File: src/sv/hnm_pkg.sv
// Shared constants, codes and types for the Hamming nearest-neighbor matcher.
// Used by hnm_front, hnm_back and the top level; depends on nothing.
`timescale 1ns / 1ps
`default_nettype none

package hnm_pkg;

    localparam int REF_DEPTH   = 256;
    localparam int DESC_BITS   = 256;
    localparam int DESC_BYTES  = DESC_BITS / 8;
    localparam int ADDR_W      = (REF_DEPTH > 1) ? $clog2(REF_DEPTH) : 1;
    localparam int CNT_W       = $clog2(REF_DEPTH + 1);
    localparam int GRP_BYTES   = 4;
    localparam int NUM_GRP     = (DESC_BYTES + GRP_BYTES - 1) / GRP_BYTES;
    localparam int GRP_W       = 6;
    localparam int DIST_W      = 9;
    localparam int CFG_W       = 6;
    localparam int CFG_RESET   = 32;
    localparam int ORD_W       = 16;
    localparam int IDX_W       = 8;
    localparam int CMD_W       = 2;
    localparam int IN_DATA_W   = 256;
    localparam int OUT_DATA_W  = 40;
    localparam int QUEUE_DEPTH = 2;

    localparam logic [CMD_W-1:0] CMD_CLEAR  = 2'd0;
    localparam logic [CMD_W-1:0] CMD_APPEND = 2'd1;
    localparam logic [CMD_W-1:0] CMD_QUERY  = 2'd2;
    localparam logic [CMD_W-1:0] CMD_NONE   = 2'd3;

    typedef struct packed {
        logic [CMD_W-1:0]     cmd;
        logic [DESC_BITS-1:0] desc;
    } t_item;

    typedef struct packed {
        logic [ORD_W-1:0]  ordinal;
        logic              found;
        logic [IDX_W-1:0]  best_index;
        logic [DIST_W-1:0] best_distance;
        logic              overflowed;
    } t_result;

    function automatic logic [3:0] byte_pop(input logic [7:0] v);
        logic [3:0] n;
        n = 4'd0;
        for (int k = 0; k < 8; k++) begin
            n = n + {3'd0, v[k]};
        end
        return n;
    endfunction

endpackage

`default_nettype wire

File: src/sv/hnm_front.sv
// Front end: accepts input transactions, drops unused commands and queues
// the rest for the back end. Depends on hnm_pkg.
`timescale 1ns / 1ps
`default_nettype none

module hnm_front
    import hnm_pkg::*;
(
    input  wire                  i_clk,
    input  wire                  i_rst_n,
    input  wire                  s_axis_tvalid,
    output logic                 s_axis_tready,
    input  wire  [IN_DATA_W-1:0] s_axis_tdata,
    input  wire  [CMD_W-1:0]     s_axis_tuser,
    output logic                 o_valid,
    output t_item                o_item,
    input  wire                  i_pop
);

    t_item      r_slot [QUEUE_DEPTH];
    logic       r_wptr;
    logic       r_rptr;
    logic [1:0] r_cnt;
    logic       push;
    logic       pop;
    t_item      in_item;

    assign s_axis_tready = (r_cnt != 2'(QUEUE_DEPTH));
    assign o_valid       = (r_cnt != 2'd0);
    assign o_item        = r_slot[r_rptr];
    assign pop           = i_pop && o_valid;

    always_comb begin
        in_item.cmd  = s_axis_tuser;
        in_item.desc = s_axis_tdata[DESC_BITS-1:0];
        push         = 1'b0;
        unique case (s_axis_tuser)
            CMD_CLEAR, CMD_APPEND, CMD_QUERY: push = s_axis_tvalid && s_axis_tready;
            CMD_NONE:                         push = 1'b0;
            default:                          push = 1'b0;
        endcase
    end

    always_ff @(posedge i_clk) begin
        if (push) begin
            r_slot[r_wptr] <= in_item;
        end
        if (!i_rst_n) begin
            r_wptr <= 1'b0;
            r_rptr <= 1'b0;
            r_cnt  <= 2'd0;
        end else begin
            if (push) begin
                r_wptr <= ~r_wptr;
            end
            if (pop) begin
                r_rptr <= ~r_rptr;
            end
            r_cnt <= r_cnt + {1'b0, push} - {1'b0, pop};
        end
    end

endmodule

`default_nettype wire

File: config.mk
export PLATFORM = sky130hd
export DESIGN_NAME = hnm_front
export DESIGN_NICKNAME = d
export VERILOG_FILES = /design/src/sv/hnm_pkg.sv /design/src/sv/hnm_front.sv
export SDC_FILE = /design/constraint.sdc
export NUM_CORES = 1
export LEC_CHECK = 0
export ABC_AREA = 0
export BUFFER_PORTS_ARGS = -buffer_cell sky130_fd_sc_hd__buf_2
export CORE_AREA = 2 2 203 205
export CTS_CLUSTER_SIZE = 8
export DETAILED_ROUTE_END_ITERATION = 8
export DIE_AREA = 0 0 205 207
export PLACE_DENSITY = 0.74
export SLEW_MARGIN = 20
export SYNTH_ARGS = -nofsm -noshare
export SYNTH_HDL_FRONTEND = slang
export SYNTH_SLANG_ARGS = --single-unit
File: constraint.sdc
create_clock -name i_clk -period 17.4 [get_ports i_clk]
set_input_delay 4.35 -clock i_clk [delete_from_list [all_inputs] [get_ports i_clk]]
set_output_delay 4.35 -clock i_clk [all_outputs]
set_load 0.01 [all_outputs]
==> key figures, run 1 <==
CTS
  – CTS Buf Count: 75
  – CTS max path bufs: 3
  – TritonCTS clock tree: done
  – Worst skew pair latency: 0.56 ns
  – Post-CTS Setup Repair Bufs: 0
  – CTS Hold Bufs: 0
  – CTS clk-pin slew, worst paths: 0.05 ns
  – Post-CTS sizing: 0
  – # H-tree levels: 3
  – Clock Tree Root: clkbuf_16
  – Clock Sinks: 521

Timing
  – Final worst path period need: 7.86 ns
  – Worst rel slew slack: 25.3%
  – Hold WS: 0.568 ns
  – Final Setup Violations: 0
  – FMAX: 0.127 GHz
  – Setup_tns: 0 ns
  – Setup Skew: 0.0173 ns
  – Final Hold Vio Count: 0
  – RSZ-0062 raised after global routing: false
  – Least-Margin Pin Slew: 1.12 ns
  – Slew Limit Fails: 0
  – Final period util: 45.1%

Synth
  – Netlist cell types: 22
  – Flops & latches, synth: 521
  – Sequential-to-total area share from yosys stat: 78.8%
  – Synth top area cells: edfxtp_1 78%, mux2_4 17%, mux2_2 2.2%, buf_6 1.5%, dfxtp_1 0.51%
  – Async set-reset flop share out of synthesis: 0%
  – Most used DFF post-synth: edfxtp_1
  – Yosys top cell area share: 78.2%
  – Ys Warns: 0
  – Synth top cells by count: 516 x edfxtp_1, 220 x mux2_4, 38 x mux2_2
  – Mapped Cells: 834
  – Number of enable flip-flop cells after synthesis: 516
  – Mean area per synthesized cell: 23.7 sq um
  – Synth Cell Area: 19800 sq um
  – Area leader, netlist: edfxtp_1
  – Most frequent cell after synthesis: edfxtp_1
  – Syn_nets: 1097

Worst setup path
  – Setup crit end kind: primary output
  – Worst setup SP type: flop
  – CP max stage cell: buf_4
  – Critical Path AT: 3.51 ns
  – CP Class: flop to primary output
  – WP data required: 13.05 ns
  – Crit path max-delay family: buffers and inverters
  – Crit-path most repeated cell: buf_4
  – CP Buf/Inv Count: 4
  – CP Cell Sequence: buf_4 > buf_12 > buf_4 > mux2_4 > buf_2
  – Crit-path max FO: 61
  – CP peak stage delay: 0.89 ns

Global route
  – Initial antenna violation count: 13
  – Largest net degree at the start of global routing: 80
  – Vias in the first global route: 10500
  – Global-route wire length before repair: 59.9 mm
  – Overflow after GRT: 0
  – GRT Util Overall: 18.9%

Job
  – Total of max-cap violations: 0

Drt
  – Pre-antenna DRT Iters: 4
  – Via count: 9956
  – Antenna Violating Nets Remaining: 0
  – Routed wire per std cell: 20.9 microns
  – DRC: 0
  – Routed WL: 41.3 mm
  – Via density: 5.04
  – Initial DRC Count: 434

Power
  – VDD IR max: 0.000119 V
  – Total Power: 0.00348 W
  – Leak pwr: 9.67 nW
  – Power Dens Cells: 140 nW/um^2

Die
  – Die area: 42400 sq um
  – Die span in y: 207 microns
  – Core Rows: 74
  – Die X: 205 microns
  – Starting Density: 49.1%
  – Placeable Area: 40400 sq um
  – IO Pins: 522

Finish
  – Nets: 1679
  – Share of layout cells above drive strength 1: 61.2%
  – Layout fillers: 2896
  – Area Overhead vs Synth: 25.8%
  – Post-layout utilization of the core: 61.7%

Placement
  – IO Port Bufs: 521
  – Placer Congestion: 0.760
  – Final HPWL DP: 27.9 mm

Hold path
  – Worst Hold Class: flop to flop

Run status
  – Outcome: complete, no violations
## final timing paths
check,cells after the start,endpoint,slack (ns),startpoint
worst min-delay path,2,flop,0.57,r_rptr
worst min register to register,2,flop,0.57,r_rptr
worst max register to register,4,r_slot[1][140],13.98,r_cnt[0]
worst max-delay path,5,o_item[176],9.54,flop
## report_power, final
part	internal, W	switching [W]	total [W]
logic	0.000350	0.000343	0.000693
registers	0.00152	0.0000356	0.00155
clock network	0.000766	0.000464	0.00123
total	0.00263	0.000842	0.00348
## cells by family after synthesis
group | share of synthesized area (%)
flip-flops | 78.8
multiplexers | 18.9
buffers and inverters | 1.55
AND/OR/NAND/NOR | 0.480
AO/OA/AOI/OAI | 0.171
XOR/XNOR | 0.0885
adder cells (fa/ha/maj) | 0.0632
## cell type report
class | count | area, sq um | area share [%]
Antenna cell | 8 | 20.0 | 0.0804
Clock buffer | 90 | 1930 | 7.76
Multi-Input combinational cell | 284 | 3910 | 15.7
Sequential cell | 521 | 15600 | 62.6
Tap cell | 532 | 666 | 2.67
Timing Repair Buffer | 534 | 2740 | 11.0
Clock inverter | 5 | 36.3 | 0.146
## metrics by stage
step	setup WS, ns	instances	instance area [sq um]
final	9.54	1974	24900
after global routing	9.35	1973	24900
after global placement	9.84	1869	22900
after detailed placement	9.82	1869	22900
after floorplan	1.16	834	19800
after CTS	9.34	1964	24800
## cell usage in the layout (no fill, tap or decap), types with 2 or more instances in the layout
master / count
buf_2: 521
edfxtp_1: 516
mux2_4: 220
clkbuf_16: 75
mux2_2: 38
clkbuf_1: 15
buf_4: 11
diode_2: 8
nand2_1: 4
and2_1: 4
dfxtp_1: 4
inv_6: 3
nand2b_1: 2
xnor2_1: 2
a21oi_1: 2
clkinv_2: 2
## sequential cells by signal, indices dropped and copies added, names as in the netlist, named ones only
signal  cells
r_wptr      1
r_slot    516
r_rptr      1
r_cnt       2
## worst register-to-register path, stage by stage, from the launching register on
cell      delay, ns
dfxtp_1        0.43
nand2b_1       0.19
and3_4         0.56
buf_4          0.80
buf_4          0.99
## metal layers
layer / share of wire (%) / vias to the layer above / wire, microns / GRT usage [%]
met5: 0.16 / - / 65 / 0
met4: 2.9 / 10 / 1180 / 8.26
met3: 9.4 / 79 / 3880 / 6.88
met2: 51 / 415 / 21300 / 32.7
met1: 36 / 4964 / 14900 / 20.8
li1: - / 4488 / - / -
(Power assumes the default switching activity.)
==> inputs of run 2 (changes only) <==
--- a/config.mk
+++ b/config.mk
@@ -5,12 +5,12 @@
 export SDC_FILE = /design/constraint.sdc
 export NUM_CORES = 1
 export LEC_CHECK = 0
-export ABC_AREA = 0
+export ABC_AREA = 1
 export BUFFER_PORTS_ARGS = -buffer_cell sky130_fd_sc_hd__buf_2
-export CORE_AREA = 2 2 203 205
+export CORE_MARGIN = 2
+export CORE_UTILIZATION = 47
 export CTS_CLUSTER_SIZE = 8
 export DETAILED_ROUTE_END_ITERATION = 8
-export DIE_AREA = 0 0 205 207
 export PLACE_DENSITY = 0.74
 export SLEW_MARGIN = 20
 export SYNTH_ARGS = -nofsm -noshare
==> constraint.sdc (replaced) <==
create_clock -name i_clk -period 6.94 [get_ports i_clk]
set_input_delay 1.735 -clock i_clk [delete_from_list [all_inputs] [get_ports i_clk]]
set_output_delay 1.735 -clock i_clk [all_outputs]
set_load 0.01 [all_outputs]
==> run 2 against run 1 <==
Compared with the run above:
- clock power rose to 2.5 times the previous value
- register-to-register slack worse by 9.7 ns
- sequential share of layout area increased by 0.15 points
- final area decreased by 0.25%
- sequential cell count stayed put
- clock-buffer cell count down 5
- critical path depth is 2 lower
- hold slack worse by 0.096 ns
- via count shrank 0.24%
- die area grew 2.7%
- total power rose to 2.6 times the previous value
- area after synthesis down 0.45%
- critical path type unchanged
- largest power group unchanged
==> key figures, run 2 <==
Timing
  – Least-Margin Pin Slew: 1.03 ns
  – Worst rel slew slack: 31.1%
  – Final period util: 63.8%
  – Hold WS: 0.473 ns
  – Final worst path period need: 4.43 ns
  – Slew Limit Fails: 0
  – Setup Skew: 0.0107 ns
  – Setup_tns: 0 ns
  – RSZ-0062 raised after global routing: false
  – Final Setup Violations: 0
  – FMAX: 0.226 GHz
  – Final Hold Vio Count: 0

Finish
  – Area Overhead vs Synth: 26.0%
  – Post-layout utilization of the core: 59.6%
  – Layout fillers: 3044
  – Most frequent cells in the layout: 521 x buf_2, 516 x edfxtp_1, 201 x mux2_4
  – Final non-filler cell total: 1976
  – Biggest regs: r_slot (516), r_cnt (2)
  – Post-route cell area: 24800 sq um
  – Most common cell after layout, fill and taps aside: buf_2
  – Largest Register: r_slot
  – Nets: 1681
  – Max reg flops: 516
  – Share of layout cells above drive strength 1: 61.0%

Die
  – IO Pins: 522
  – Die X: 209 microns
  – Starting Density: 47.3%
  – Placeable Area: 41700 sq um
  – Die span in y: 209 microns
  – Core Rows: 75
  – Die area: 43600 sq um

Global route
  – Initial antenna violation count: 12
  – GRT Util Overall: 18.6%
  – Largest net degree at the start of global routing: 153
  – Global-route wire length before repair: 60.4 mm
  – Overflow after GRT: 0
  – M2 GR Usage: 31.4%
  – Gr busiest metal: met2
  – Met3 Use GR: 6.82%
  – Met1 Use GR: 21.2%
  – Vias in the first global route: 10400

Synth
  – Yosys top cell area share: 78.6%
  – Mean area per synthesized cell: 23.5 sq um
  – Most used DFF post-synth: edfxtp_1
  – Sequential-to-total area share from yosys stat: 79.1%
  – Synth top area cells: edfxtp_1 79%, mux2_4 15%, mux2_2 3.3%, buf_6 1.4%, dfxtp_1 0.51%
  – Netlist cell types: 15
  – Synth Cell Area: 19700 sq um
  – Area leader, netlist: edfxtp_1
  – Mapped Cells: 840
  – Synth top cells by count: 516 x edfxtp_1, 201 x mux2_4, 57 x mux2_2
  – Flops & latches, synth: 521
  – Number of enable flip-flop cells after synthesis: 516
  – Async set-reset flop share out of synthesis: 0%
  – Syn_nets: 1103
  – Ys Warns: 0
  – Most frequent cell after synthesis: edfxtp_1

Drt
  – Initial DRC Count: 523
  – DRC: 0
  – Antenna Violating Nets Remaining: 0
  – Routed wire per std cell: 21.1 microns
  – Pre-antenna DRT Iters: 5
  – Via density: 5.03
  – Via count: 9932
  – Routed WL: 41.6 mm

CTS
  – Post-CTS Setup Repair Bufs: 0
  – Post-CTS sizing: 0
  – Clock Sinks: 521
  – CTS Hold Bufs: 0
  – TritonCTS clock tree: done
  – CTS Buf Count: 75
  – CTS clk-pin slew, worst paths: 0.05 ns
  – Clock Tree Root: clkbuf_16
  – # H-tree levels: 3
  – CTS max path bufs: 3
  – Worst skew pair latency: 0.57 ns

Placement
  – Post-DP Area: 22800 sq um
  – Final HPWL DP: 27.9 mm
  – IO Port Bufs: 521
  – DP Cell Count: 1880
  – Placer Congestion: 0.804

Hold path
  – Worst Hold Class: flop to flop

Power
  – Seq pwr share: 44.2%
  – Internal Power: 0.00678 W
  – Comb pwr share: 21.3%
  – Power Dens Cells: 364 nW/um^2
  – Switching Share: 25.0%
  – Psw: 0.00226 W
  – Leak pwr: 9.63 nW
  – VDD IR max: 0.000334 V
  – Clock group share of total power: 34.5%

Worst setup path
  – Crit-path max FO: 44
  – CP Class: flop to primary output
  – Critical Path AT: 2.69 ns
  – Worst setup SP type: flop
  – Setup crit end kind: primary output
  – WP data required: 5.20 ns

Run status
  – Outcome: complete, no violations

Job
  – Total of max-cap violations: 0
run 2: cell types whose count changed after synthesis, moves of 2 or more:
cell,previous run,this run
mux2_2,38,57
mux2_4,220,201
inv_1,0,8
nand2_1,4,9
and2_1,4,0
nor2_1,2,6
buf_6,26,24
buf_8,0,2
nand2b_1,2,0
xnor2_1,2,0
run 2: cells by family (layout without fill, tap and decap cells):
family                     count (synthesis)  after routing  synth area share (%)
DFF                                      521            521                  79.1
other                                      0              8                     0
muxes                                    258            258                  18.6
buffers and inverters                     37            626                  1.75
adders and majority gates                  1              1                0.0635
xor gates and xnor gates                   1              1                0.0444
AOI/OAI and AO/OA                          5              5                 0.127
and+or+nand+nor                           17             17                 0.336
run 2: cell type report:
cell class                 count  area, sq um  area share [%]
antenna                        8         20.0          0.0806
clock buffer                  85         1960            7.88
clock inverter                 3         25.0           0.101
inverter                       8         30.0           0.121
multi-input combinational    282         3790            15.2
sequential                   521        15600            62.8
tap                          539          674            2.71
timing repair buffer         530         2750            11.1
run 2: final timing paths:
path         startpoint             end  slack [ns]  depth (start not counted)
min reg2reg      r_rptr            flop        0.47                          2
min              r_rptr            flop        0.47                          2
max reg2reg    r_cnt[0]  r_slot[1][171]        4.25                          5
max                flop     o_item[183]        2.51                          3
run 2: metal layers:
metal,wire [microns],up-vias
li1,-,4494
met1,15500,4883
met2,20900,470
met3,3950,79
met4,1250,6
met5,38,-
run 2: metrics by stage:
stage	worst slack [ns]	power, W
3_3_place_gp	2.95	0.00596
6_report	2.51	0.00904
2_1_floorplan	-2.29	0.00540
5_1_grt	2.37	0.00939
4_1_cts	2.43	0.00915
3_5_place_dp	2.88	0.00599
run 2: critical path, stage by stage (launching register included):
cell and delay, ns:
dfxtp_4 0.87, buf_4 0.68, mux2_4 0.36, buf_2 0.15
run 2: power by group through the flow:
stage	sequential [W]	combinational, W	clock, W
4_1_cts	0.00400	0.00195	0.00320
3_3_place_gp	0.00403	0.00193	0
3_5_place_dp	0.00405	0.00194	0
6_report	0.00399	0.00193	0.00312
5_1_grt	0.00402	0.00204	0.00333
2_1_floorplan	0.00407	0.00134	0
==> inputs of run 3 (changes only) <==
--- a/config.mk
+++ b/config.mk
@@ -5,13 +5,13 @@
 export SDC_FILE = /design/constraint.sdc
 export NUM_CORES = 1
 export LEC_CHECK = 0
-export ABC_AREA = 1
+export ABC_AREA = 0
 export BUFFER_PORTS_ARGS = -buffer_cell sky130_fd_sc_hd__buf_2
 export CORE_MARGIN = 2
-export CORE_UTILIZATION = 47
+export CORE_UTILIZATION = 48
 export CTS_CLUSTER_SIZE = 8
 export DETAILED_ROUTE_END_ITERATION = 8
-export PLACE_DENSITY = 0.74
+export PLACE_DENSITY = 0.76
 export SLEW_MARGIN = 20
 export SYNTH_ARGS = -nofsm -noshare
 export SYNTH_HDL_FRONTEND = slang
==> constraint.sdc (replaced) <==
create_clock -name i_clk -period 3.61 [get_ports i_clk]
set_input_delay 0.9025 -clock i_clk [delete_from_list [all_inputs] [get_ports i_clk]]
set_output_delay 0.9025 -clock i_clk [all_outputs]
set_load 0.01 [all_outputs]
==> run 3 against run 2 <==
Compared with the run above:
- die area is 1.6% lower
- via count is 0.97% higher
- hold slack improved by 0.046 ns
- largest cell class unchanged
- sequential cell count unchanged
- sequential share of layout area is 0.81 points lower
- final cell count is 0.40% higher
- sequential power is 87% higher
- final area is 1.3% higher
- critical path depth unchanged
- utilization is 2.2 points higher
- critical endpoint is now o_item[223]
- clock power is 96% higher
==> key figures, run 3 (synthesis gave the netlist of run 1 again) <==
Finish
  – Max reg flops: 516
  – Largest Register: r_slot
  – Most frequent cells in the layout: 521 x buf_2, 516 x edfxtp_1, 220 x mux2_4
  – Final non-filler cell total: 1984
  – Area Overhead vs Synth: 27.1%
  – Most common cell after layout, fill and taps aside: buf_2
  – Share of layout cells above drive strength 1: 61.5%
  – Biggest regs: r_slot (516), r_cnt (2)
  – Nets: 1687

Global route
  – Initial antenna violation count: 13
  – Overflow after GRT: 0
  – Global-route wire length before repair: 61.8 mm
  – Vias in the first global route: 10600
  – Largest net degree at the start of global routing: 114
  – GRT Util Overall: 19.0%

Power
  – VDD IR max: 0.000545 V
  – Leak pwr: 9.78 nW
  – Power Dens Cells: 676 nW/um^2

Worst setup path
  – WP data required: 2.71 ns
  – Setup crit end kind: primary output
  – Critical Path AT: 2.21 ns
  – CP Class: flop to primary output
  – Worst setup SP type: flop
  – Crit-path max FO: 76

Timing
  – Least-Margin Pin Slew: 0.760 ns
  – Final Setup Violations: 0
  – Final worst path period need: 3.11 ns
  – Final Hold Vio Count: 0
  – Final period util: 86.1%
  – Setup Skew: 0.0130 ns
  – RSZ-0062 raised after global routing: false
  – Hold WS: 0.519 ns
  – Slew Limit Fails: 0
  – FMAX: 0.322 GHz
  – Worst rel slew slack: 49.3%

Die
  – Starting Density: 48.6%
  – Die span in y: 207 microns
  – Die area: 42900 sq um
  – Placeable Area: 40700 sq um
  – IO Pins: 522
  – Core Rows: 74
  – Die X: 207 microns

CTS
  – CTS max path bufs: 3
  – CTS Hold Bufs: 0
  – Post-CTS sizing: 0
  – # H-tree levels: 3
  – Clock Tree Root: clkbuf_16
  – CTS clk-pin slew, worst paths: 0.05 ns
  – Worst skew pair latency: 0.56 ns
  – Clock Sinks: 521
  – TritonCTS clock tree: done
  – Post-CTS Setup Repair Bufs: 0
  – CTS Buf Count: 75

Hold path
  – Worst Hold Class: input port to flop

Placement
  – Placer Congestion: 0.781
  – DP Cell Count: 1879
  – Final HPWL DP: 28.5 mm
  – IO Port Bufs: 521

Job
  – Total of max-cap violations: 0

Run status
  – Outcome: complete, no violations

Drt
  – Initial DRC Count: 578
  – Routed wire per std cell: 21.0 microns
  – Pre-antenna DRT Iters: 5
  – DRC: 0
  – Via count: 10000
  – Routed WL: 41.8 mm
  – Via density: 5.05
  – Antenna Violating Nets Remaining: 0
==> run 3: changes by cell type in the layout (fill, tap and decap cells not counted), sizes merged, moves of 4 or more <==
cell | previous run | this run
clkinv | 0 | 5
nand2 | 9 | 4
inv | 10 | 0
and2 | 0 | 4
nor2 | 6 | 2
clkbuf | 85 | 92
buf | 530 | 542
==> run 3: area by class of cell <==
class	instances	area, sq um
Antenna cell	8	20.0
Clock buffer	92	1980
Clock inverter	5	73.8
Fill cell	2862	15600
Multi-Input combinational cell	284	3920
Sequential cell	521	15600
Tap cell	532	666
Timing Repair Buffer	542	2900
==> run 3: report_power, final <==
group | switching, W | total, W | internal (W)
clock network | 0.00230 | 0.00610 | 0.00380
registers | 0.000163 | 0.00747 | 0.00730
logic | 0.00170 | 0.00344 | 0.00174
==> run 3: critical path: stages (launching register included) <==
cell     delay [ns]
dfxtp_4        0.55
buf_12         0.49
mux2_4         0.36
buf_2          0.15
==> run 3: metrics by stage <==
step | util (%) | TNS (ns) | worst slack [ns] | power, W | cell area [sq um]
6_report | 61.8 | 0 | 0.501 | 0.0170 | 25200
5_1_grt | 61.8 | 0 | 0.409 | 0.0176 | 25200
4_1_cts | 61.7 | 0 | 0.456 | 0.0172 | 25100
3_5_place_dp | 56.7 | 0 | 1.02 | 0.0110 | 23100
3_3_place_gp | 56.7 | 0 | 1.02 | 0.0110 | 23100
2_1_floorplan | - | -762.91 | -1.84 | 0.00988 | 19800
==> run 3: worst paths after layout <==
check                    startpoint             end  slack [ns]  depth (start not counted)
hold reg to reg              r_rptr            flop        0.57                          2
hold / removal    s_axis_tdata[232]  r_slot[0][232]        0.52                          1
setup / recovery               flop     o_item[223]        0.50                          3
setup reg to reg           r_cnt[0]  r_slot[0][162]        1.63                          4
==> run 3: per-layer routing <==
| metal | GRT usage [%] | share of wire, % | wire, microns |
|---|---|---|---|
| met3 | 7.23 | 9.4 | 3910 |
| met1 | 21.2 | 36 | 15100 |
| met2 | 32.4 | 51 | 21300 |
| met5 | 0 | 0.12 | 50 |
| met4 | 8.52 | 3.2 | 1360 |
